`src/design/pattern_overlay_alpha_blend_macros.svh`:
```
// Assertion macros shared by the pattern overlay RTL.
`ifndef PATTERN_OVERLAY_ALPHA_BLEND_MACROS_SVH
`define PATTERN_OVERLAY_ALPHA_BLEND_MACROS_SVH

// Property that must hold at every clock edge outside reset.
`define POB_ASSERT(lbl, prop, msg) \
  lbl: assert property (@(posedge clk_i) disable iff (!rst_ni) (prop)) else $error(msg);

// Same-cycle implication.
`define POB_ASSERT_IMP(lbl, ante, cons, msg) \
  lbl: assert property (@(posedge clk_i) disable iff (!rst_ni) (ante) |-> (cons)) \
    else $error(msg);

// Next-cycle implication.
`define POB_ASSERT_NEXT(lbl, ante, cons, msg) \
  lbl: assert property (@(posedge clk_i) disable iff (!rst_ni) (ante) |=> (cons)) \
    else $error(msg);

`endif

```
`src/design/pob_pkg.sv`:
```
// Types, constants and helpers for the pattern overlay alpha blender.
package pob_pkg;

  localparam int COORD_W     = 12;
  localparam int CFG_IDX_W   = 3;
  localparam int CFG_DATA_W  = 12;
  localparam int QUEUE_DEPTH = 4;
  localparam int QAW         = $clog2(QUEUE_DEPTH);
  localparam int QLW         = $clog2(QUEUE_DEPTH + 1);

  typedef enum logic {
    ACT_LOAD  = 1'b0,
    ACT_BLEND = 1'b1
  } action_e;

  typedef enum logic [CFG_IDX_W-1:0] {
    REG_CENTER_X       = 3'd0,
    REG_CENTER_Y       = 3'd1,
    REG_PATTERN_WIDTH  = 3'd2,
    REG_PATTERN_HEIGHT = 3'd3,
    REG_COLOR_RED      = 3'd4,
    REG_COLOR_GREEN    = 3'd5,
    REG_COLOR_BLUE     = 3'd6
  } cfg_reg_e;

  typedef struct packed {
    logic               action;
    logic [11:0]        mask_addr;
    logic [7:0]         mask_value;
    logic [COORD_W-1:0] pixel_x;
    logic [COORD_W-1:0] pixel_y;
    logic [7:0]         in_red;
    logic [7:0]         in_green;
    logic [7:0]         in_blue;
  } in_item_t;

  typedef struct packed {
    logic [7:0] out_red;
    logic [7:0] out_green;
    logic [7:0] out_blue;
    logic       covered;
  } out_item_t;

  typedef struct packed {
    logic [COORD_W-1:0] center_x;
    logic [COORD_W-1:0] center_y;
    logic [6:0]         pattern_width;
    logic [6:0]         pattern_height;
    logic [7:0]         color_red;
    logic [7:0]         color_green;
    logic [7:0]         color_blue;
  } cfg_t;

  // One classified pixel waiting for the blend datapath.
  typedef struct packed {
    logic [7:0] red;
    logic [7:0] green;
    logic [7:0] blue;
    logic [7:0] alpha;
    logic       covered;
  } q_entry_t;

  typedef struct packed {
    logic [QLW-1:0] level;
    logic           empty;
    logic           full;
  } q_stat_t;

  // floor(s / 255), exact for s below 65280.
  function automatic logic [7:0] div255(input logic [15:0] s);
    logic [16:0] t;
    t = 17'(s) + 17'(s[15:8]) + 17'd1;
    return t[15:8];
  endfunction

endpackage

```
`src/design/pob_back.sv`:
```
// Blend datapath: products and sums, then divide by 255 into the output register.
module pob_back (
  input  logic               clk_i,
  input  logic               rst_ni,
  input  pob_pkg::cfg_t      cfg_i,
  input  pob_pkg::q_entry_t  head_i,
  input  pob_pkg::q_stat_t   q_stat_i,
  output logic               pop_o,
  output logic               out_valid_o,
  input  logic               out_stall_i,
  output pob_pkg::out_item_t out_item_o
);
  import pob_pkg::*;

  logic        b1_v_q, out_v_q;
  logic [15:0] b1_sum_q [3];
  logic        b1_cov_q;
  out_item_t   out_q;

  logic        en_out, en_b1;
  logic [7:0]  inv_a;
  logic [15:0] sum_d [3];

  assign en_out = !out_v_q || !out_stall_i;
  assign en_b1  = en_out || !b1_v_q;
  assign pop_o  = en_b1 && !q_stat_i.empty;

  assign inv_a = 8'd255 - head_i.alpha;
  assign sum_d[0] = 16'(cfg_i.color_red) * 16'(head_i.alpha)
                  + 16'(head_i.red) * 16'(inv_a);
  assign sum_d[1] = 16'(cfg_i.color_green) * 16'(head_i.alpha)
                  + 16'(head_i.green) * 16'(inv_a);
  assign sum_d[2] = 16'(cfg_i.color_blue) * 16'(head_i.alpha)
                  + 16'(head_i.blue) * 16'(inv_a);

  always_ff @(posedge clk_i or negedge rst_ni) begin
    if (!rst_ni) begin
      b1_v_q  <= 1'b0;
      out_v_q <= 1'b0;
    end else begin
      if (en_b1) begin
        b1_v_q <= pop_o;
      end
      if (en_out) begin
        out_v_q <= b1_v_q;
      end
    end
  end

  always_ff @(posedge clk_i) begin
    if (pop_o) begin
      b1_sum_q[0] <= sum_d[0];
      b1_sum_q[1] <= sum_d[1];
      b1_sum_q[2] <= sum_d[2];
      b1_cov_q    <= head_i.covered;
    end
    if (en_out && b1_v_q) begin
      out_q.out_red   <= div255(b1_sum_q[0]);
      out_q.out_green <= div255(b1_sum_q[1]);
      out_q.out_blue  <= div255(b1_sum_q[2]);
      out_q.covered   <= b1_cov_q;
    end
  end

  assign out_valid_o = out_v_q;
  assign out_item_o  = out_q;

endmodule

```
`config.mk`:
```
export PLATFORM = sky130hd
export DESIGN_NAME = pob_back
export DESIGN_NICKNAME = d
export VERILOG_FILES = /design/src/design/pattern_overlay_alpha_blend_macros.svh /design/src/design/pob_pkg.sv /design/src/design/pob_back.sv
export SDC_FILE = /design/constraint.sdc
export NUM_CORES = 1
export LEC_CHECK = 0
export ABC_CLOCK_PERIOD_IN_PS = 7300
export BUFFER_PORTS_ARGS = -buffer_cell sky130_fd_sc_hd__buf_2
export CAP_MARGIN = 20
export CORE_ASPECT_RATIO = 2
export CORE_MARGIN = 1.5
export CORE_UTILIZATION = 45
export DETAILED_ROUTE_END_ITERATION = 6
export MAX_ROUTING_LAYER = met4
export PLACE_DENSITY_LB_ADDON = 0.2
export SETUP_SLACK_MARGIN = 0.1
export SKIP_LAST_GASP = 1
export SLEW_MARGIN = 20
export SYNTH_ARGS = -nofsm -noshare
export SYNTH_HDL_FRONTEND = slang
export SYNTH_SLANG_ARGS = --single-unit
```
`constraint.sdc`:
```
create_clock -name clk_i -period 7.3 [get_ports clk_i]
set_input_delay 0.73 -clock clk_i [delete_from_list [all_inputs] [get_ports clk_i]]
set_output_delay 0.73 -clock clk_i [all_outputs]
set_load 0.005 [all_outputs]
```
Word-level counts from Yosys, hierarchy flattened
Memories as Yosys holds them, arrays and structs flattened.
Cells that the tools add are included.
{ "word_totals": {"output_inout_bits": 27, "mem_bits_rw": 48, "word_cells": 34, "reg_bits": 28, "inputBits": 103, "memories": 1} }
{ "mem_list": {"columns": ["name", "depth", "width", "rd", "rd_ports_with_merged_regs", "wr", "line", "source"], "rows": [
  ["b1_sum_q", 3, 16, 3, 0, 3, "pob_back.sv:16", "logic [15:0] b1_sum_q [3];"]
]} }
{ "op_classes": {"addsub": 10, "muxes": 2, "multipliers": 6, "reduce_logical": 8} }
{ "ops": {"columns": ["op", "n"], "rows": [
  ["8-bit by 8-bit multiplier with 16-bit output", 6],
  ["16-bit by 1-bit adder with 16-bit output (second input constant)", 3],
  ["16-bit adder", 3],
  ["16-bit by 8-bit adder with 16-bit output", 3],
  ["8-bit subtractor (first input constant)", 1],
  ["1-bit zero test", 4],
  ["1-bit logical AND", 2],
  ["1-bit logical OR", 2],
  ["1-bit two-way mux", 2]
]} }

Depth between registers and ports, before layout
{ "logic_depth": {"depth_word": 6, "depth_mapped": 22} }

Worst setup path after synthesis
No wires, ideal clock.
{ "synth_timing": {"path_kind": "input to register", "from": "input port head_i[8] in the netlist's numbering", "to": "memory b1_sum_q[1][13] (netlist: b1_sum_q[0][29]), data pin", "n_path_buf": 2, "path_slack_ps": 1336, "setup_ps": 258, "t_arrival_ps": 5706, "required_ps": 7042, "path_stages": 19, "path_cell_list": "clkbuf_1 -> clkbuf_1 -> nand2_1 -> fa_1 -> fa_1 -> inv_1 -> fa_1 -> fa_1 -> fa_1 -> inv_1 -> fa_1 -> inv_1 -> ha_1 -> o21ai_1 -> nor3_1 -> a2111oi_4 -> o21bai_1 -> a21oi_1 -> xnor2_1"} }
{ "synth_lines": {"columns": ["item", "line", "source"], "rows": [
  ["start: declaration", "pob_back.sv:6", "input pob_pkg::q_entry_t head_i,"],
  ["end: declaration", "pob_back.sv:16", null]
]} }

==> results.sh <==
export IMPL_status="complete, no violations"
export IMPL_max_freq_mhz=161
export IMPL_ios=130
export IMPL_vias=11100
export IMPL_htree_levels=3
export IMPL_max_slew_margin_pct=35.2
export IMPL_antenna_found_initial=1
export IMPL_cp_max_fo=28
export IMPL_grt_util_met2_pct=38.2
export IMPL_post_dp_hpwl_mm=28.7
export IMPL_start_util_pct=45.7
export IMPL_die_area_sq_um=37600
export IMPL_post_route_min_period_ps=6220
export IMPL_grt_use_total_pct=20.5
export IMPL_insertion_delay_ps=350
export IMPL_fin_nets=2349
export IMPL_grt_max_degree=51
export IMPL_p_leak_nw=8.87
export IMPL_synth_top_area_share_pct=35.2
export IMPL_portBuffers=87
export IMPL_setup_tns_ps=0
export IMPL_drtIter0Drc=387
export IMPL_cts_sinks=76
export IMPL_hold_worst_slack_ps=164
export IMPL_crit_type="primary input to flop"
export IMPL_ys_seq_area_share_pct=13.9
export IMPL_rsz0062_at_grt="false"
export IMPL_row_count=98
export IMPL_ant_nets=0
export IMPL_hold_path_class="primary input to async pin"
export IMPL_design_core_area_sq_um=35800
export IMPL_syn2layout_area_growth_pct=7.93
export IMPL_cts_buffers_inserted=9
export IMPL_cp_arrival_ps=6380
export IMPL_clk_path_buf_depth=2
export IMPL_tightest_slew_ps=972
export IMPL_ys_async_sr_fraction_pct=2.63
export IMPL_drc=0
export IMPL_holdBufCountCts=0
export IMPL_path_clk_slew_ps=60
export IMPL_worst_setup_path_end_kind="flop"
export IMPL_clockRootBuffer="clkbuf_16"
export IMPL_grtUsageMet3_pct=1.17
export IMPL_grt_use_met1_pct=22.8
export IMPL_cts_tree="yes"
export IMPL_ys_ff_latch=76
export IMPL_maxCapViolCount=0
export IMPL_syn_area_sq_um=16400
export IMPL_avgSynthCellArea_sq_um=9.77
export IMPL_cp_required_ps=7450
export IMPL_hold_violations=0
export IMPL_finalSetupViolations=0
export IMPL_synth_top_cell_by_area="fa_1"
export IMPL_firstDrtPassIters=4
export IMPL_fin_crit_sh_pct=85.2
export IMPL_postCtsSetupBuffers=0
export IMPL_wl_per_cell_microns=15.7
export IMPL_slew_viol_final=0
export IMPL_synth_top_flop_cell="edfxtp_1"
export IMPL_synth_edf_count=74
export IMPL_syn_inst=1676
export IMPL_grt_pass1_vias=12200
export IMPL_synth_area_leaders="fa_1 35%, ha_1 16%, edfxtp_1 14%"
export IMPL_die_y_microns=273
export IMPL_power_density_nw_per_um2=480
export IMPL_via_per_inst=5.01
export IMPL_grt_overflow=0
export IMPL_top_usage_layer="met2"
export IMPL_finClkSkew_ps=5.00
export IMPL_grt_pass1_wl_mm=58.2
export IMPL_ir_worst_vdd_mv=0.455
export IMPL_final_layout_size_suffix_gt1_share_pct=7.57
export IMPL_critPathLaunchType="primary input"
export IMPL_yosys_warnings=0
export IMPL_drt_wl_total_mm=34.6
export IMPL_die_width_microns=138
export IMPL_ys_types=44
export IMPL_gp_congestion=0.825
export IMPL_cts_resized=0
==> sequential cells by signal, summed over array words and instances, names as in the netlist <==
signal,cells
b1_v_q,1
b1_sum_q,48
out_valid_o,1
out_item_o,25
b1_cov_q,1
==> final timing paths <==
check / from / endpoint / slack (ps) / cells past startpoint
setup / recovery: head_i[7] / b1_sum_q[0][15] / 1080 / 19
hold / removal: rst_ni / out_valid_o / 160 / 1
setup reg to reg: b1_sum_q[0][44] / out_item_o[8] / 5040 / 7
hold reg to reg: b1_cov_q / out_item_o[0] / 420 / 0
max in group asynchronous: rst_ni / b1_v_q / 7040 / 1
min in group clk_i: b1_cov_q / out_item_o[0] / 420 / 0
==> worst max-delay path: stages <==
cell	delay, ps
buf_2	480
buf_4	370
nand2_1	110
fa_1	570
fa_1	460
fa_1	520
inv_1	50
fa_1	460
fa_1	510
inv_1	50
fa_1	480
inv_1	40
ha_1	240
nor3_1	190
o21ai_0	160
a41oi_1	290
nor2b_1	250
a21oi_1	120
xnor2_1	270
==> routing by layer <==
layer	vias to the layer above	routed length, microns	share of wire (%)
met2	154	19300	56
met4	0	811	2.3
met3	45	783	2.3
met5	-	0	0
li1	5227	-	-
met1	5625	13700	40
==> through the flow <==
step / cells / utilization [%] / power [mW] / cell area (sq um) / setup slack, ps
3_3_place_gp: 2190 / 48.5 / 7.85 / 17400 / 859
5_1_grt: 2207 / 49.3 / 9.48 / 17700 / 736
3_5_place_dp: 2190 / 48.5 / 8.05 / 17400 / 721
4_1_cts: 2206 / 49.3 / 8.54 / 17700 / 1080
6_report: 2207 / 49.3 / 8.47 / 17700 / 1080
2_1_floorplan: 1678 / - / 6.50 / 16400 / 1340
==> where the power goes <==
| group | internal, mW | total, mW | switching (mW) |
|---|---|---|---|
| clock | 0.264 | 0.436 | 0.172 |
| combinational | 3.06 | 6.85 | 3.79 |
| sequential | 1.06 | 1.18 | 0.125 |
==> synthesized netlist by cell type (all sizes together), types with 2 or more instances <==
library cell  count
xnor2            52
ha              207
a21oi            36
edfxtp           74
o211ai            2
xor2             17
dfrtp             2
mux2              3
nand2            99
clkbuf           41
o21a              8
a211oi            9
nor3              9
o21ai            22
a31oi             3
a21o             17
nand3            15
inv             411
nor2b           138
nand4             5
nand2b           57
and3              6
and2            112
o21bai            7
fa              288
o31ai             2
nor2             18
a2111oi           4
==> cell usage in the layout (no fill, tap or decap), types with 3 or more instances in the layout <==
cell type  synthesis  layout
nand4_1            5       5
buf_2              0      87
conb_1             1       3
nand2_1           99      99
buf_4              0      15
a211oi_2           3       3
edfxtp_1          74      74
nand3_1           15      15
and2_1           112     112
nor3_1             8       8
a21o_1            17      17
a211oi_1           6       6
o21bai_1           7       7
o21a_1             8       8
xor2_1            17      17
xnor2_1           52      52
o21ai_0           20      20
a21oi_1           36      36
nor2_1            18      18
ha_1             207     207
clkbuf_16          0       9
nor2b_1          138     138
inv_1            411     411
fa_1             288     288
and3_1             6       6
nand2b_1          57      57
mux2_2             3       3
==> logic make-up after synthesis <==
family | share of synthesized area [%]
AOI/OAI and AO/OA | 4.95
xor gates and xnor gates | 3.69
adders and majority gates | 51.1
buffers and inverters | 10.4
DFF | 13.9
muxes | 0.206
other | 0.0229
and+or+nand+nor | 15.8
==> area by class of cell <==
| cell class | instances | area (sq um) |
|---|---|---|
| antenna | 1 | 2.50 |
| clock buffer | 10 | 229 |
| fill | 3410 | 18100 |
| tap | 450 | 563 |
| inverter | 411 | 1540 |
| sequential | 76 | 2270 |
| timing repair buffer | 103 | 568 |
| clock inverter | 6 | 62.6 |
| multi-input combinational | 1150 | 12400 |
Power figures use the tool's default switching activity.
