--- src/design/pattern_overlay_alpha_blend_macros.svh ---
// Assertion macros shared by the pattern overlay RTL.
`ifndef PATTERN_OVERLAY_ALPHA_BLEND_MACROS_SVH
`define PATTERN_OVERLAY_ALPHA_BLEND_MACROS_SVH

// Property that must hold at every clock edge outside reset.
`define POB_ASSERT(lbl, prop, msg) \
  lbl: assert property (@(posedge clk_i) disable iff (!rst_ni) (prop)) else $error(msg);

// Same-cycle implication.
`define POB_ASSERT_IMP(lbl, ante, cons, msg) \
  lbl: assert property (@(posedge clk_i) disable iff (!rst_ni) (ante) |-> (cons)) \
    else $error(msg);

// Next-cycle implication.
`define POB_ASSERT_NEXT(lbl, ante, cons, msg) \
  lbl: assert property (@(posedge clk_i) disable iff (!rst_ni) (ante) |=> (cons)) \
    else $error(msg);

`endif

--- src/design/pob_pkg.sv ---
// Types, constants and helpers for the pattern overlay alpha blender.
package pob_pkg;

  localparam int COORD_W     = 12;
  localparam int CFG_IDX_W   = 3;
  localparam int CFG_DATA_W  = 12;
  localparam int QUEUE_DEPTH = 4;
  localparam int QAW         = $clog2(QUEUE_DEPTH);
  localparam int QLW         = $clog2(QUEUE_DEPTH + 1);

  typedef enum logic {
    ACT_LOAD  = 1'b0,
    ACT_BLEND = 1'b1
  } action_e;

  typedef enum logic [CFG_IDX_W-1:0] {
    REG_CENTER_X       = 3'd0,
    REG_CENTER_Y       = 3'd1,
    REG_PATTERN_WIDTH  = 3'd2,
    REG_PATTERN_HEIGHT = 3'd3,
    REG_COLOR_RED      = 3'd4,
    REG_COLOR_GREEN    = 3'd5,
    REG_COLOR_BLUE     = 3'd6
  } cfg_reg_e;

  typedef struct packed {
    logic               action;
    logic [11:0]        mask_addr;
    logic [7:0]         mask_value;
    logic [COORD_W-1:0] pixel_x;
    logic [COORD_W-1:0] pixel_y;
    logic [7:0]         in_red;
    logic [7:0]         in_green;
    logic [7:0]         in_blue;
  } in_item_t;

  typedef struct packed {
    logic [7:0] out_red;
    logic [7:0] out_green;
    logic [7:0] out_blue;
    logic       covered;
  } out_item_t;

  typedef struct packed {
    logic [COORD_W-1:0] center_x;
    logic [COORD_W-1:0] center_y;
    logic [6:0]         pattern_width;
    logic [6:0]         pattern_height;
    logic [7:0]         color_red;
    logic [7:0]         color_green;
    logic [7:0]         color_blue;
  } cfg_t;

  // One classified pixel waiting for the blend datapath.
  typedef struct packed {
    logic [7:0] red;
    logic [7:0] green;
    logic [7:0] blue;
    logic [7:0] alpha;
    logic       covered;
  } q_entry_t;

  typedef struct packed {
    logic [QLW-1:0] level;
    logic           empty;
    logic           full;
  } q_stat_t;

  // floor(s / 255), exact for s below 65280.
  function automatic logic [7:0] div255(input logic [15:0] s);
    logic [16:0] t;
    t = 17'(s) + 17'(s[15:8]) + 17'd1;
    return t[15:8];
  endfunction

endpackage

--- src/design/pob_fifo.sv ---
// Short queue between the front end and the blend datapath.
module pob_fifo (
  input  logic              clk_i,
  input  logic              rst_ni,
  input  logic              push_i,
  input  pob_pkg::q_entry_t entry_i,
  input  logic              pop_i,
  output pob_pkg::q_entry_t head_o,
  output pob_pkg::q_stat_t  stat_o
);
  import pob_pkg::*;

  q_entry_t       buf_q [QUEUE_DEPTH];
  logic [QAW-1:0] wr_ptr_q, rd_ptr_q;
  logic [QLW-1:0] level_q, level_d;

  always_comb begin
    level_d = level_q;
    if (push_i && !pop_i) begin
      level_d = level_q + QLW'(1);
    end else if (pop_i && !push_i) begin
      level_d = level_q - QLW'(1);
    end
  end

  always_ff @(posedge clk_i or negedge rst_ni) begin
    if (!rst_ni) begin
      wr_ptr_q <= '0;
      rd_ptr_q <= '0;
      level_q  <= '0;
    end else begin
      level_q <= level_d;
      if (push_i) begin
        wr_ptr_q <= wr_ptr_q + QAW'(1);
      end
      if (pop_i) begin
        rd_ptr_q <= rd_ptr_q + QAW'(1);
      end
    end
  end

  always_ff @(posedge clk_i) begin
    if (push_i) begin
      buf_q[wr_ptr_q] <= entry_i;
    end
  end

  assign head_o       = buf_q[rd_ptr_q];
  assign stat_o.level = level_q;
  assign stat_o.empty = (level_q == '0);
  assign stat_o.full  = (level_q == QLW'(QUEUE_DEPTH));

endmodule

--- config.mk ---
export PLATFORM = sky130hd
export DESIGN_NAME = pob_fifo
export DESIGN_NICKNAME = d
export VERILOG_FILES = /design/src/design/pattern_overlay_alpha_blend_macros.svh /design/src/design/pob_pkg.sv /design/src/design/pob_fifo.sv
export SDC_FILE = /design/constraint.sdc
export NUM_CORES = 1
export LEC_CHECK = 0
export ABC_CLOCK_PERIOD_IN_PS = 2800
export BUFFER_PORTS_ARGS = -buffer_cell sky130_fd_sc_hd__buf_4
export CORE_MARGIN = 2
export CORE_UTILIZATION = 50
export CTS_CLUSTER_SIZE = 30
export DETAILED_ROUTE_END_ITERATION = 8
export PLACE_DENSITY = 0.71
export SLEW_MARGIN = 20
export SYNTH_ARGS = -nofsm -noshare
export SYNTH_HDL_FRONTEND = slang
export SYNTH_SLANG_ARGS = --single-unit
--- constraint.sdc ---
create_clock -name clk_i -period 2.8 [get_ports clk_i]
set_input_delay 0.56 -clock clk_i [delete_from_list [all_inputs] [get_ports clk_i]]
set_output_delay 0.56 -clock clk_i [all_outputs]
set_load 0.03 [all_outputs]
---- Word level (Yosys, flattened, before mapping) ----
Memory sizes are Yosys's and may differ from the RTL's.
Cells that the tools add are included.
cells by class
  equality and inequality tests ........... 1
  $add $sub $neg .......................... 4
  mux-type cells .......................... 4
  reduce and logical (&&, ||, !) cells .... 6
operators with widths
  operator                                                             count
  3-bit two-way mux                                                    2
  2-bit by 1-bit adder with 2-bit output (second input constant)       2
  3-bit by 1-bit adder with 3-bit output (second input constant)       1
  3-bit == test (second input constant)                                1
  3-bit zero test                                                      1
  3-bit by 1-bit subtractor with 3-bit output (second input constant)  1
  1-bit logical AND                                                    2
  1-bit zero test                                                      2
  1-bit two-way mux                                                    2
  2-bit nonzero test                                                   1
word-level totals
  register bits ........................... 7
  input port bits ......................... 37
  memories ................................ 1
  word-level logic and storage cells ...... 19
  output and inout port bits .............. 38
  bits in writable memories ............... 132
memories
  memory  depth  bits a word  rd ports  clocked after memory_dff  wr ports  line            RTL
  buf_q   4      33           1         0                         1         pob_fifo.sv:13  q_entry_t buf_q [QUEUE_DEPTH];

---- Depth between registers and ports, before layout ----
  depth in word-level cells ............... 4
  mapped depth ............................ 7
  depth with buffers taken out ............ 7

---- Worst setup path after synthesis ----
No wires, ideal clock.
  path type ............................... flip-flop to output port
  from .................................... register level_q[0]
  to ...................................... output stat_o[0] (netlist name)
  required time ........................... 2.240 ns
  cell stages (with the launch flop) ...... 2
  arrival time ............................ 1.330 ns
  setup slack ............................. 0.910 ns
  buffers on the path ..................... 0
  path through ............................ dfrtp_1 nor3b_1
RTL lines
  item                      line            RTL
  start: declaration        pob_fifo.sv:15  logic [QLW-1:0] level_q, level_d;
  start signal: assignment  pob_fifo.sv:32  level_q <= level_d;
  end: declaration          pob_fifo.sv:9   output pob_pkg::q_stat_t stat_o

==> results summary <==
The run finished with clean final reports. The die covers 11,250 sq um. The startpoint of the most critical hold path is entry_i[14]. The number of synthesized register bits came out at 139. The cell taking the most area after synthesis is sky130_fd_sc_hd__edfxtp_1. Relative to the synthesized area, the layout overhead comes to 24.70%. The number of distinct library cells after synthesis came out at 19. The initial antenna violation count was 0. The cell count of the worst hold path came out at 1.

Derived from the worst setup path, the maximum achievable clock frequency is 380.3 MHz. The maximum clock insertion buffer count is 2. STA classifies the critical path startpoint as a flip-flop. At the pin with the least slew margin, the transition time is 557.4 ps. In the post-synthesis netlist, the biggest area contributors are sky130_fd_sc_hd__edfxtp_1, sky130_fd_sc_hd__mux4_2, sky130_fd_sc_hd__dfrtp_1.

The internal power of the cells totals 5.081 mW. The via count is 2,375. The post-layout minimum cycle time is 2630 ps.

The starting DRC count in detailed routing came out at 144. The min-delay analysis places its worst path in the category primary input to flip-flop. Dividing the detail-routed via count by the number of cells gives 5.254. The routed design has 8451 um of wire.

The final period utilization is 93.92%. The number of max-slew violations in the final report was 0. The synthesized area divided by synthesized cell count is 25.16 sq um.

The final antenna-violating net count is 0. During synthesis, Yosys emitted a total of 0 warnings. Data arrives at the worst endpoint at 2070 ps. In this run the tool buffered the top-level ports with 74 buffer cells. The clock group share of total power came out at 26.6%.

TritonCTS built the clock tree. The final sum of negative setup slack came out at 0 ps. The cell depth of the worst flop-to-flop path is 4.

The number of instances in the synthesized netlist is 207. The total I/O pin count came out at 75. The area taken by multi-input logic gates is 967.2 sq um. The max-slew headroom at the worst pin came out at 62.84%. The total routing resource utilization after global routing is 16.24%. The worst reg2reg path startpoint is wr_ptr_q[0]$_DFFE_PN0P_. The estimated wirelength of the detail-placed design came out at 5351 um. Setup violations remaining at the end of the flow were counted as 0. Gates resized during post-CTS repair numbered 0. The cell area after layout is 6494 sq um. The setup slack after placement is 679.7 ps.

After synthesis the cells add up to 5207 sq um. For this design, the sink count on the clock tree is 139. The number of hold violations in the final report is 0. The reported max-cap violation count is 0.

Once routing completed, OpenROAD measured the worst setup slack at 170.3 ps. Data on the critical path is required at its endpoint by 2240 ps. In the final routed layout, each cell accounts on average for 18.70 um. The critical path is of the flip-flop to output port type. The congestion estimate from routability-driven global placement came to 0.6763. The starting utilization of the core area is 50.90%.

Row generation in the floorplan step produced 37 rows. The die is 106.1 um wide. Setup repair after global routing left no endpoint under its margin.

The number of clock buffers added by TritonCTS is 17. The post-synthesis net count came out at 250. The switching share of power came out at 31.97%.

The final-stage net count is 347. Counting flops with an async set or reset pin after synthesis yields a share of 5.036%. Combinational cells account for 33.7% of the total power. The CTS root buffer is sky130_fd_sc_hd__clkbuf_8. For this run, the leading register cell type out of synthesis is sky130_fd_sc_hd__edfxtp_1. The count of hold buffers inserted by post-cts repair is 1.

The detailed-router iteration count before antenna repair is 4. The worst min-delay path endpoint is buf_q[3][14]$_DFFE_PP_. The critical-path maximum fanout came out at 14. The capture point of the worst reg-to-reg path is buf_q[2][9]$_DFFE_PP_. The region available for standard cell placement spans 10,230 sq um. The number of levels in the clock H-tree is 4. sky130_fd_sc_hd__edfxtp_1 is the most common cell in the netlist. The number of fillers in the final layout is 694. VDD sags by at most 531.7 uV.

The share of synthesized area in the top cell type comes to 76.12%. The largest net degree at the start of global routing is 26. The wire length of the first global-routing pass came out at 13,120 um. The post-layout total power is 7.468 mW. The final core utilization is 63.47%.

The antenna diode count came out at 0. Yosys mapped a number of flops with a built-in enable equal to 132. The total global routing overflow came out at 0. Summing all placed instances gives a cell area of 5957 sq um. The share of total power in sequential cells is 39.7%. The register area came out at 4141 sq um. The clock edge transition at the registers on the reported setup and hold paths is 60 ps. The sequential cell area fraction in the yosys report came out at 79.48%. Across all register-to-register paths, the minimum setup slack is 1030 ps. The leakage dissipation is 2.320 nW.

The share of final-layout standard cells stronger than drive strength 1 came out at 45.25%. The power per unit of standard cell area came out at 1150 nW/um^2. On the final layout, the worst clock skew is 5.938 ps. The start point of the critical path is rd_ptr_q[0]$_DFFE_PN0P_. The clock network latency to the later pin of the worst-skew pair came out at 510 ps. The number of buffers added for setup after CTS is 0. By count the netlist is led by sky130_fd_sc_hd__edfxtp_1, sky130_fd_sc_hd__mux4_2, sky130_fd_sc_hd__dfrtp_1, sky130_fd_sc_hd__ha_1, sky130_fd_sc_hd__mux4_1. For this run, design rule violations remaining after detail routing come to 0. The die height is 106.1 um.

The nature of the critical path endpoint is an output port. The number of global-route vias before repair came out at 2,502. The net load switching power is 2.388 mW.
[how the worst max path moves through the flow]
| stage | to | cells past startpoint | slack [ps] |
|---|---|---|---|
| 3_3_place_gp | head_o[18] | 3 | 680 |
| 2_1_floorplan | stat_o[0] | 1 | 910 |
| 6_report | head_o[1] | 3 | 170 |
| 4_1_cts | head_o[18] | 3 | 110 |
| 3_5_place_dp | head_o[18] | 3 | 680 |
| 5_1_grt | head_o[1] | 3 | 70 |
[cells in the final DEF (no fill, tap or decap)]
cell / count
sky130_fd_sc_hd__mux4_1: 5
sky130_fd_sc_hd__nand2_1: 2
sky130_fd_sc_hd__fa_1: 1
sky130_fd_sc_hd__clkinv_2: 3
sky130_fd_sc_hd__mux4_2: 28
sky130_fd_sc_hd__dfrtp_2: 2
sky130_fd_sc_hd__ha_1: 5
sky130_fd_sc_hd__clkinvlp_4: 1
sky130_fd_sc_hd__nor3_1: 1
sky130_fd_sc_hd__buf_4: 83
sky130_fd_sc_hd__dfrtp_1: 5
sky130_fd_sc_hd__clkinv_1: 7
sky130_fd_sc_hd__and2_2: 4
sky130_fd_sc_hd__dlygate4sd3_1: 1
sky130_fd_sc_hd__edfxtp_1: 132
sky130_fd_sc_hd__mux2_2: 1
sky130_fd_sc_hd__inv_1: 4
sky130_fd_sc_hd__buf_12: 2
sky130_fd_sc_hd__clkbuf_1: 1
sky130_fd_sc_hd__clkbuf_16: 16
sky130_fd_sc_hd__nor2_1: 1
sky130_fd_sc_hd__nor3b_1: 1
sky130_fd_sc_hd__o21ai_0: 1
sky130_fd_sc_hd__bufinv_16: 2
sky130_fd_sc_hd__xor2_1: 4
sky130_fd_sc_hd__clkbuf_8: 1
sky130_fd_sc_hd__xnor2_1: 2
[flip-flops by register name (all words and copies together) (netlist names)]
register  count
level_q       3
rd_ptr_q      2
buf_q       132
wr_ptr_q      2
[power by group through the flow]
stage	Combinational, mW	Clock, mW	Sequential (mW)
floorplan	1.81	0	2.91
global placement	2.56	0	2.99
detailed placement	2.56	0	3.01
CTS	2.57	2.02	2.97
global route	2.66	2.11	3.01
finish	2.52	1.99	2.96
[area by class of cell]
class / count / area share (%)
Inverter: 4 / 0.2312
Clock inverter: 13 / 1.676
Clock buffer: 18 / 6.435
Multi-Input combinational cell: 56 / 14.89
Tap cell: 136 / 2.620
Sequential cell: 139 / 63.78
Timing Repair Buffer: 86 / 10.37
[critical path, cell delays in order (launching register included)]
cell	delay, ps
sky130_fd_sc_hd__dfrtp_2	620
sky130_fd_sc_hd__buf_12	230
sky130_fd_sc_hd__mux4_2	520
sky130_fd_sc_hd__buf_4	190
[metal layers]
metal  GRT usage (%)  share of wire [%]  up-vias
li1                -                  -     1064
met1           20.52                 44     1229
met2           25.81                 49       69
met3           6.376                6.1       13
met4           5.921                1.5        0
met5               0                  0        -
[through the flow]
stage	instances	hold WS [ps]
floorplan	207	264.4
global route	452	221.6
CTS	452	222.8
global placement	420	382.3
detailed placement	420	377.5
finish	452	245.0
[cells by family after synthesis]
logic type	Yosys count	share of synthesized area [%]
mux	34	14.85
xor+xnor	6	1.009
compound gates	1	0.09602
buf+inv	12	2.042
flops	139	79.48
simple gates	9	0.9369
fa+ha+maj	6	1.586
No activity file was read; power rests on OpenSTA's default activity.
